$ cat src/sv/keyed_message_table_with_expiry_unit_defines.svh
// Assertion macros for the keyed message table unit.
// Included by the top level; depends on nothing else.
`ifndef KEYED_MESSAGE_TABLE_WITH_EXPIRY_UNIT_DEFINES_SVH
`define KEYED_MESSAGE_TABLE_WITH_EXPIRY_UNIT_DEFINES_SVH
// Implication checked at every clock edge outside reset.
`define KMT_ASSERT_IMPL(label, clk, rst_n, ante, cons) \
  label: assert property (@(posedge clk) disable iff (!rst_n) (ante) |-> (cons)) \
    else $error("assertion failed");
// Next-cycle implication checked outside reset.
`define KMT_ASSERT_NEXT(label, clk, rst_n, ante, cons) \
  label: assert property (@(posedge clk) disable iff (!rst_n) (ante) |=> (cons)) \
    else $error("assertion failed");
`endif

$ cat src/sv/kmt_pkg.sv
// Shared types and constants of the keyed message table unit.
// Depends on nothing.
`timescale 1ns / 1ps
package kmt_pkg;
  localparam int TABLE_ENTRIES = 16;
  localparam int IDX_W = (TABLE_ENTRIES > 1) ? $clog2(TABLE_ENTRIES) : 1;
  localparam int CNT_W = 5;
  localparam int QUEUE_DEPTH = 2;
  localparam logic [9:0] DEFAULT_VALIDITY_S = 10'd600;
  localparam logic [9:0] MS_PER_S = 10'd1000;
  localparam logic [CNT_W-1:0] COUNT_MAX = 5'd31;

  typedef enum logic [1:0] {
    CMD_RECEIVE = 2'd0,
    CMD_DROP    = 2'd1,
    CMD_COUNT   = 2'd2
  } cmd_t;

  typedef enum logic [2:0] {
    ST_INSERTED = 3'd0,
    ST_REPLACED = 3'd1,
    ST_OLDER    = 3'd2,
    ST_FULL     = 3'd3,
    ST_DROPPED  = 3'd4,
    ST_COUNTED  = 3'd5
  } status_t;

  typedef struct packed {
    cmd_t        cmd;
    logic [31:0] station;
    logic [15:0] sequence_no;
    logic [41:0] reference;
    logic [42:0] expiry;
    logic [7:0]  cause;
    logic [41:0] now;
  } word_t;
endpackage

$ cat src/sv/kmt_front.sv
// Front end: accepts commands, computes the expiry, queues words.
// Depends on kmt_pkg.
`timescale 1ns / 1ps
module kmt_front import kmt_pkg::*; (
  input  logic        clk,
  input  logic        rst_n,
  input  logic        start,
  output logic        busy,
  input  logic [1:0]  in_command,
  input  logic [31:0] in_station_id,
  input  logic [15:0] in_sequence_number,
  input  logic [41:0] in_reference_time,
  input  logic [41:0] in_detection_time,
  input  logic        in_validity_present,
  input  logic [16:0] in_validity_seconds,
  input  logic [7:0]  in_cause_code,
  input  logic [41:0] in_current_time,
  output logic        q_valid,
  output word_t       q_word,
  input  logic        q_pop
);
  word_t       q_mem_r [QUEUE_DEPTH];
  logic [1:0]  q_cnt_r, q_cnt_nxt;
  logic        rd_r, wr_r;
  logic        push;
  logic [16:0] secs;
  logic [26:0] prod;
  word_t       w;

  assign secs = in_validity_present ? in_validity_seconds : {7'd0, DEFAULT_VALIDITY_S};
  assign prod = secs * {17'd0, MS_PER_S};
  always_comb begin
    w.cmd = cmd_t'(in_command);
    w.station = in_station_id;
    w.sequence_no = in_sequence_number;
    w.reference = in_reference_time;
    w.expiry = {1'b0, in_detection_time} + {16'd0, prod};
    w.cause = in_cause_code;
    w.now = in_current_time;
  end

  assign busy = (q_cnt_r == 2'(QUEUE_DEPTH));
  assign push = start && !busy && (in_command <= 2'(CMD_COUNT));
  assign q_valid = (q_cnt_r != 2'd0);
  assign q_word = q_mem_r[rd_r];

  always_comb begin
    q_cnt_nxt = q_cnt_r + 2'(push) - 2'(q_pop);
  end

  always_ff @(posedge clk) begin
    if (!rst_n) begin
      q_cnt_r <= '0;
      rd_r <= 1'b0;
      wr_r <= 1'b0;
    end else begin
      q_cnt_r <= q_cnt_nxt;
      if (push) wr_r <= ~wr_r;
      if (q_pop) rd_r <= ~rd_r;
    end
  end

  always_ff @(posedge clk) begin
    if (push) q_mem_r[wr_r] <= w;
  end
endmodule

$ cat src/sv/kmt_back.sv
// Back end: scans the table slot by slot and carries out each word.
// Depends on kmt_pkg.
`timescale 1ns / 1ps
module kmt_back import kmt_pkg::*; (
  input  logic             clk,
  input  logic             rst_n,
  input  logic             q_valid,
  input  word_t            q_word,
  output logic             q_pop,
  output logic             out_strobe,
  output logic [2:0]       out_status,
  output logic [CNT_W-1:0] out_entry_count
);
  typedef enum logic [2:0] {
    S_IDLE = 3'b001,
    S_SCAN = 3'b010,
    S_DONE = 3'b100
  } state_t;

  state_t            state_r, state_nxt;
  word_t             cur_r;
  logic [IDX_W-1:0]  idx_r;
  logic [TABLE_ENTRIES-1:0] valid_r;
  logic [31:0]       st_r  [TABLE_ENTRIES];
  logic [15:0]       sq_r  [TABLE_ENTRIES];
  logic [41:0]       ref_r [TABLE_ENTRIES];
  logic [42:0]       exp_r [TABLE_ENTRIES];
  logic [7:0]        cc_r  [TABLE_ENTRIES];
  logic              found_r, free_r;
  logic [IDX_W-1:0]  found_idx_r, free_idx_r;
  logic [CNT_W-1:0]  cnt_r;
  logic              last, v, hit;
  logic              do_write;
  logic [IDX_W-1:0]  wr_idx;
  logic [2:0]        status_nxt;
  logic              strobe_r;
  logic [2:0]        status_r;
  logic [CNT_W-1:0]  ocnt_r;

  assign last = (idx_r == IDX_W'(TABLE_ENTRIES - 1));
  assign v = valid_r[idx_r];
  always_comb begin
    hit = 1'b0;
    unique case (cur_r.cmd)
      CMD_RECEIVE: hit = v && st_r[idx_r] == cur_r.station && sq_r[idx_r] == cur_r.sequence_no;
      CMD_DROP:    hit = v && exp_r[idx_r] < {1'b0, cur_r.now};
      CMD_COUNT:   hit = v && cc_r[idx_r] == cur_r.cause;
      default:     hit = 1'b0;
    endcase
  end

  always_comb begin
    do_write = 1'b0;
    wr_idx = free_idx_r;
    status_nxt = 3'(ST_COUNTED);
    priority if (cur_r.cmd == CMD_RECEIVE) begin
      if (found_r) begin
        wr_idx = found_idx_r;
        if (ref_r[found_idx_r] < cur_r.reference) begin
          do_write = 1'b1;
          status_nxt = 3'(ST_REPLACED);
        end else begin
          status_nxt = 3'(ST_OLDER);
        end
      end else if (free_r) begin
        do_write = 1'b1;
        status_nxt = 3'(ST_INSERTED);
      end else begin
        status_nxt = 3'(ST_FULL);
      end
    end else if (cur_r.cmd == CMD_DROP) begin
      status_nxt = 3'(ST_DROPPED);
    end else begin
      status_nxt = 3'(ST_COUNTED);
    end
  end

  always_comb begin
    state_nxt = state_r;
    unique case (state_r)
      S_IDLE:  if (q_valid) state_nxt = S_SCAN;
      S_SCAN:  if (last) state_nxt = S_DONE;
      S_DONE:  state_nxt = S_IDLE;
      default: state_nxt = S_IDLE;
    endcase
  end

  assign q_pop = (state_r == S_IDLE) && q_valid;
  assign out_strobe = strobe_r;
  assign out_status = status_r;
  assign out_entry_count = ocnt_r;

  always_ff @(posedge clk) begin
    if (!rst_n) begin
      state_r <= S_IDLE;
      valid_r <= '0;
      strobe_r <= 1'b0;
    end else begin
      state_r <= state_nxt;
      strobe_r <= (state_r == S_DONE);
      if (state_r == S_SCAN && cur_r.cmd == CMD_DROP && hit) valid_r[idx_r] <= 1'b0;
      if (state_r == S_DONE && do_write) valid_r[wr_idx] <= 1'b1;
    end
  end

  always_ff @(posedge clk) begin
    if (q_pop) begin
      cur_r <= q_word;
      idx_r <= '0;
      found_r <= 1'b0;
      free_r <= 1'b0;
      cnt_r <= '0;
      found_idx_r <= '0;
      free_idx_r <= '0;
    end else if (state_r == S_SCAN) begin
      idx_r <= last ? idx_r : idx_r + 1'b1;
      if (hit && cur_r.cmd == CMD_RECEIVE && !found_r) begin
        found_r <= 1'b1;
        found_idx_r <= idx_r;
      end
      if (!v && !free_r) begin
        free_r <= 1'b1;
        free_idx_r <= idx_r;
      end
      if (hit && cnt_r != COUNT_MAX) cnt_r <= cnt_r + 1'b1;
    end
    if (state_r == S_DONE) begin
      status_r <= status_nxt;
      ocnt_r <= (cur_r.cmd == CMD_RECEIVE) ? '0 : cnt_r;
      if (do_write) begin
        st_r[wr_idx] <= cur_r.station;
        sq_r[wr_idx] <= cur_r.sequence_no;
        ref_r[wr_idx] <= cur_r.reference;
        exp_r[wr_idx] <= cur_r.expiry;
        cc_r[wr_idx] <= cur_r.cause;
      end
    end
  end
endmodule

$ cat src/sv/keyed_message_table_with_expiry_unit.sv
// Keyed message table with newest-replace and expiry purge, top level.
// From the accepting start edge, a command passes a queue hop, a 16-slot scan in
// the back end and an update step whose result is registered onto the outputs
// before out_strobe rises. Each command holds the back end for the whole slot
// scan; a two-word queue lets start be taken while a command
// runs. The receiver cannot stall.
// Synchronous active-low reset clears the queue, control state and valid bits.
`timescale 1ns / 1ps
`include "keyed_message_table_with_expiry_unit_defines.svh"
module keyed_message_table_with_expiry_unit import kmt_pkg::*; (
  input  logic        clk,
  input  logic        rst_n,
  input  logic        start,
  output logic        busy,
  input  logic [1:0]  in_command,
  input  logic [31:0] in_station_id,
  input  logic [15:0] in_sequence_number,
  input  logic [41:0] in_reference_time,
  input  logic [41:0] in_detection_time,
  input  logic        in_validity_present,
  input  logic [16:0] in_validity_seconds,
  input  logic [7:0]  in_cause_code,
  input  logic [41:0] in_current_time,
  output logic        out_strobe,
  output logic [2:0]  out_status,
  output logic [4:0]  out_entry_count
);
  logic  q_valid, q_pop;
  word_t q_word;

  kmt_front u_front (
    .clk, .rst_n, .start, .busy, .in_command, .in_station_id, .in_sequence_number,
    .in_reference_time, .in_detection_time, .in_validity_present,
    .in_validity_seconds, .in_cause_code, .in_current_time,
    .q_valid, .q_word, .q_pop
  );

  kmt_back u_back (
    .clk, .rst_n, .q_valid, .q_word, .q_pop, .out_strobe, .out_status, .out_entry_count
  );

  `KMT_ASSERT_IMPL(a_pop_needs_word, clk, rst_n, q_pop, q_valid)
  `KMT_ASSERT_NEXT(a_strobe_single, clk, rst_n, out_strobe, !out_strobe)
  `KMT_ASSERT_IMPL(a_receive_count_zero, clk, rst_n,
    out_strobe && out_status <= 3'(ST_FULL), out_entry_count == 5'd0)
endmodule

$ cat config.mk
export PLATFORM = sky130hd
export DESIGN_NAME = keyed_message_table_with_expiry_unit
export DESIGN_NICKNAME = d
export VERILOG_FILES = /design/src/sv/kmt_pkg.sv /design/src/sv/kmt_front.sv /design/src/sv/kmt_back.sv /design/src/sv/keyed_message_table_with_expiry_unit.sv
export VERILOG_INCLUDE_DIRS = /design/src /design/src/sv
export SDC_FILE = /design/constraint.sdc
export NUM_CORES = 2
export LEC_CHECK = 0
export BUFFER_PORTS_ARGS = -buffer_cell sky130_fd_sc_hd__buf_2
export CORE_ASPECT_RATIO = 1.25
export CORE_MARGIN = 4
export CORE_UTILIZATION = 40
export CTS_BUF_LIST = sky130_fd_sc_hd__clkbuf_8
export CTS_CLUSTER_DIAMETER = 100
export CTS_CLUSTER_SIZE = 40
export DETAILED_ROUTE_END_ITERATION = 16
export PLACE_DENSITY = 0.52
export SLEW_MARGIN = 0
export SYNTH_ARGS = -nofsm -noshare
export SYNTH_HDL_FRONTEND = slang
export SYNTH_SLANG_ARGS = --single-unit
$ cat constraint.sdc
create_clock -name clk -period 24.3 [get_ports clk]
set_input_delay 7.29 -clock clk [delete_from_list [all_inputs] [get_ports clk]]
set_output_delay 7.29 -clock clk [all_outputs]
set_load 0.1 [all_outputs]
==> results.py <==
metrics = {
    "drt": {
        "drc": 0,
        "vias_per_cell": 5.49,
        "drt-total-wl_um": 267000,
        "avgRoutedWirePerCell_um": 28.4,
        "firstDrtPassIters": 5,
        "num_vias": 51600,
        "drtIter0Drc": 4416,
        "ant_nets": 0,
    },
    "grt": {
        "grt_pass1_wl_um": 390000,
        "grt-busiest-layer": "met2",
        "first_global_vias": 54800,
        "grtUsageMet3_pct": 1.87,
        "grt_start_max_net_pins": 138,
        "gr-usage-all-layers_pct": 18.0,
        "met1_usage_pct": 25.1,
        "antenna_found_initial": 16,
        "overflow": 0,
        "gr-usage-met2_pct": 31.4,
    },
    "floorplanning": {
        "die_y_um": 605,
        "dieArea_mm2": 0.294,
        "core_region_area_mm2": 0.284,
        "io_pins": 215,
        "fp.dieW_um": 486,
        "initial_utilization_pct": 40.2,
        "rows": 219,
    },
    "placed_design": {
        "gp_congestion": 0.761,
        "pre_cts_ws_ns": 9.47,
        "dp_hpwl_um": 145000,
        "numPortBuffers": 214,
        "dp.cells": 9219,
    },
    "clock_network": {
        "clock_latency_ns": 0.99,
        "cts_setup_buffers": 0,
        "clock_sinks": 2870,
        "cts_hold_buf": 0,
        "root_buffer": "clkbuf_8",
        "cts_made_buffers": 100,
        "cts_tree": "built",
        "htree_levels": 3,
        "cts_buffer_depth": 3,
        "clkSlewWorstSetupHoldPaths_ns": 0.22,
        "ctsResizeCount": 0,
    },
    "synth": {
        "netlist_top_cells_count": "edfxtp_1, mux4_2, inv_1, mux2_2, ha_1",
        "synth-edff-count": 2819,
        "synth_top_area_share_pct": 74.1,
        "yosys_warnings": 0,
        "ys_seq_area_share_pct": 75.0,
        "yosys.cell_count.top_type": "edfxtp_1",
        "syn-num-nets": 5797,
        "synthesis.area_mm2": 0.114,
        "ys_ff_latch": 2870,
        "avgSynthCellArea_um2": 21.3,
        "synthTopCellsByArea": "edfxtp_1, mux4_2, mux2_2",
        "synthArstFlopShare_pct": 0,
        "yosys.area.top_type": "edfxtp_1",
        "synth_cell_type_count": 79,
        "syn-instance-count": 5365,
        "ys.flop_type": "edfxtp_1",
    },
    "setup_path": {
        "critical_path.startpoint_type": "primary input",
        "crit_type": "in2reg",
        "ff2ff_setup_slack_ns": 14.04,
        "startpoint": "in_validity_present",
        "crit_required_ns": 25.05,
        "crit_path_max_fanout": 23,
        "rr_worst_depth": 16,
        "end_kind": "flop",
        "r2r_end": "u_back.exp_r[7][23]",
        "crit_arrival_ns": 14.46,
        "crit_end": "u_front.q_mem_r[1][84]",
    },
    "sta": {
        "drv_slew": 0,
        "skew_ns": 0.0986,
        "fin_ws_ns": 10.59,
        "relSlewSlack_pct": 19.4,
        "fmaxAchievable_mhz": 72.9,
        "rsz0062_at_grt": "false",
        "worst_pin_slew_ns": 1.21,
        "finalSetupViolCount": 0,
        "fin_crit_sh_pct": 56.4,
        "fin_setup_tns_ns": 0,
        "hold_viol": 0,
        "layout_min_cycle_time_ns": 13.71,
    },
    "job": {
        "drv_cap": 0,
    },
    "run_status": {
        "outcome": "complete, no violations",
    },
    "layout": {
        "area.growth.synth_to_final_pct": 7.15,
        "final_nets": 5996,
        "instances_no_fill": 9397,
        "final_util_pct": 43.0,
        "nFillCells": 24600,
        "drive_gt1_share_pct": 23.9,
    },
    "power": {
        "p_per_area_mw_per_mm2": 89.3,
        "vdd_ir_drop_max_v": 0.000104,
        "p_leak_nw": 37.7,
    },
    "min_path": {
        "min_path_type": "reg2reg",
    },
}
## power breakdown
group / switching (mW) / internal [mW] / leakage [nW] / total (mW)
clock network: 1.52 / 0.506 / 1.18 / 2.03
registers: 0.495 / 6.25 / 25.9 / 6.74
logic: 1.25 / 0.912 / 10.6 / 2.16
## cell families (layout without fill, tap and decap cells)
kind of cell    Yosys count  in the layout  synth area share [%]
other cells               0              7                     0
compound gates          315            315                  1.89
fa+ha+maj               227            227                  2.84
mux                     958            958                  15.7
flops                  2870           2870                  75.0
xor+xnor                122            122                 0.935
buf+inv                 425            693                  1.66
simple gates            448            448                  1.99
## registers in the layout (all words and copies together), names as in the netlist, named ones only
register,count
u_front.rd_r,1
u_back.state_r,3
u_back.out_strobe,1
u_front.q_cnt_r,2
u_back.out_status,3
u_back.found_idx_r,4
u_back.cnt_r,5
u_front.wr_r,1
u_back.valid_r,16
u_back.free_idx_r,4
u_back.cc_r,128
u_front.q_mem_r,370
u_back.st_r,512
u_back.sq_r,256
u_back.idx_r,4
u_back.exp_r,688
u_back.out_entry_count,5
u_back.free_r,1
u_back.ref_r,672
u_back.found_r,1
u_back.cur_r,185
## worst min-delay path by stage
stage                                 from                  to  slack (ns)  cells after the start
global route        u_front.q_mem_r[1][21]    u_back.cur_r[21]        0.50                      1
floorplan               u_back.valid_r[10]  u_back.valid_r[10]        0.47                      2
global placement        u_back.valid_r[15]  u_back.valid_r[15]        0.48                      2
CTS                 u_front.q_mem_r[1][21]    u_back.cur_r[21]        0.50                      1
finish              u_front.q_mem_r[1][21]    u_back.cur_r[21]        0.50                      1
detailed placement      u_back.valid_r[10]  u_back.valid_r[10]        0.48                      2
## worst max-delay path, cell delays in order
cell and delay, ns:
buf_2 0.32, and2_1 0.22, inv_1 0.08, fa_1 0.51, inv_1 0.06, fa_1 0.53
inv_1 0.05, fa_1 0.49, inv_1 0.05, fa_1 0.44, ha_1 0.32, inv_1 0.06
o21ai_0 0.12, a31oi_1 0.33, nor2b_1 0.08, nor2_1 0.18, xnor2_1 0.16, ha_1 0.31
a21o_1 0.18, a21o_1 0.17, a2111oi_0 0.43, o21bai_1 0.15, a2111oi_0 0.55, o2111ai_1 0.33
nand3_1 0.24, a31oi_1 0.32, o21ai_0 0.33, xnor2_1 0.12
## cell usage in the layout (no fill, tap or decap), types with 20 or more instances in the layout
master       n
mux2_2     200
edfxtp_1  2819
nor2b_1     25
ha_1       173
buf_2      214
nor2_1      88
nor3_1      29
nand2_1    107
dfxtp_1     42
a21oi_1     61
xor2_1      38
a21o_1      28
clkbuf_8   101
nand3_1     48
buf_4       77
inv_1      217
nand2b_1    20
xnor2_1     84
o21ai_0     43
nand4_1     38
mux4_2     626
fa_1        54
mux2i_1    113
o211ai_1    34
## area by class of cell
type | count | area (um^2) | area share [%]
Antenna cell | 7 | 17.5 | 0.0143
Tap cell | 3757 | 4700 | 3.84
Inverter | 214 | 803 | 0.656
Timing Repair Buffer | 308 | 1990 | 1.63
Sequential cell | 2870 | 85700 | 70.0
Clock inverter | 70 | 991 | 0.810
Multi-Input combinational cell | 2070 | 26800 | 21.9
Clock buffer | 101 | 1390 | 1.14
## metrics by stage
step,instance area [um^2],power [mW],hold slack (ns)
finish,122000,10.9,0.500
global route,122000,11.5,0.495
CTS,122000,11.1,0.500
detailed placement,120000,9.07,0.484
global placement,120000,9.02,0.479
floorplan,114000,8.26,0.467
## layer usage
layer | share of wire, % | vias up
met1 | 44 | 28300
met4 | 1.4 | 2
met2 | 51 | 842
met5 | 0.0075 | -
li1 | - | 22200
met3 | 3.4 | 187
(Power assumes the default switching activity.)
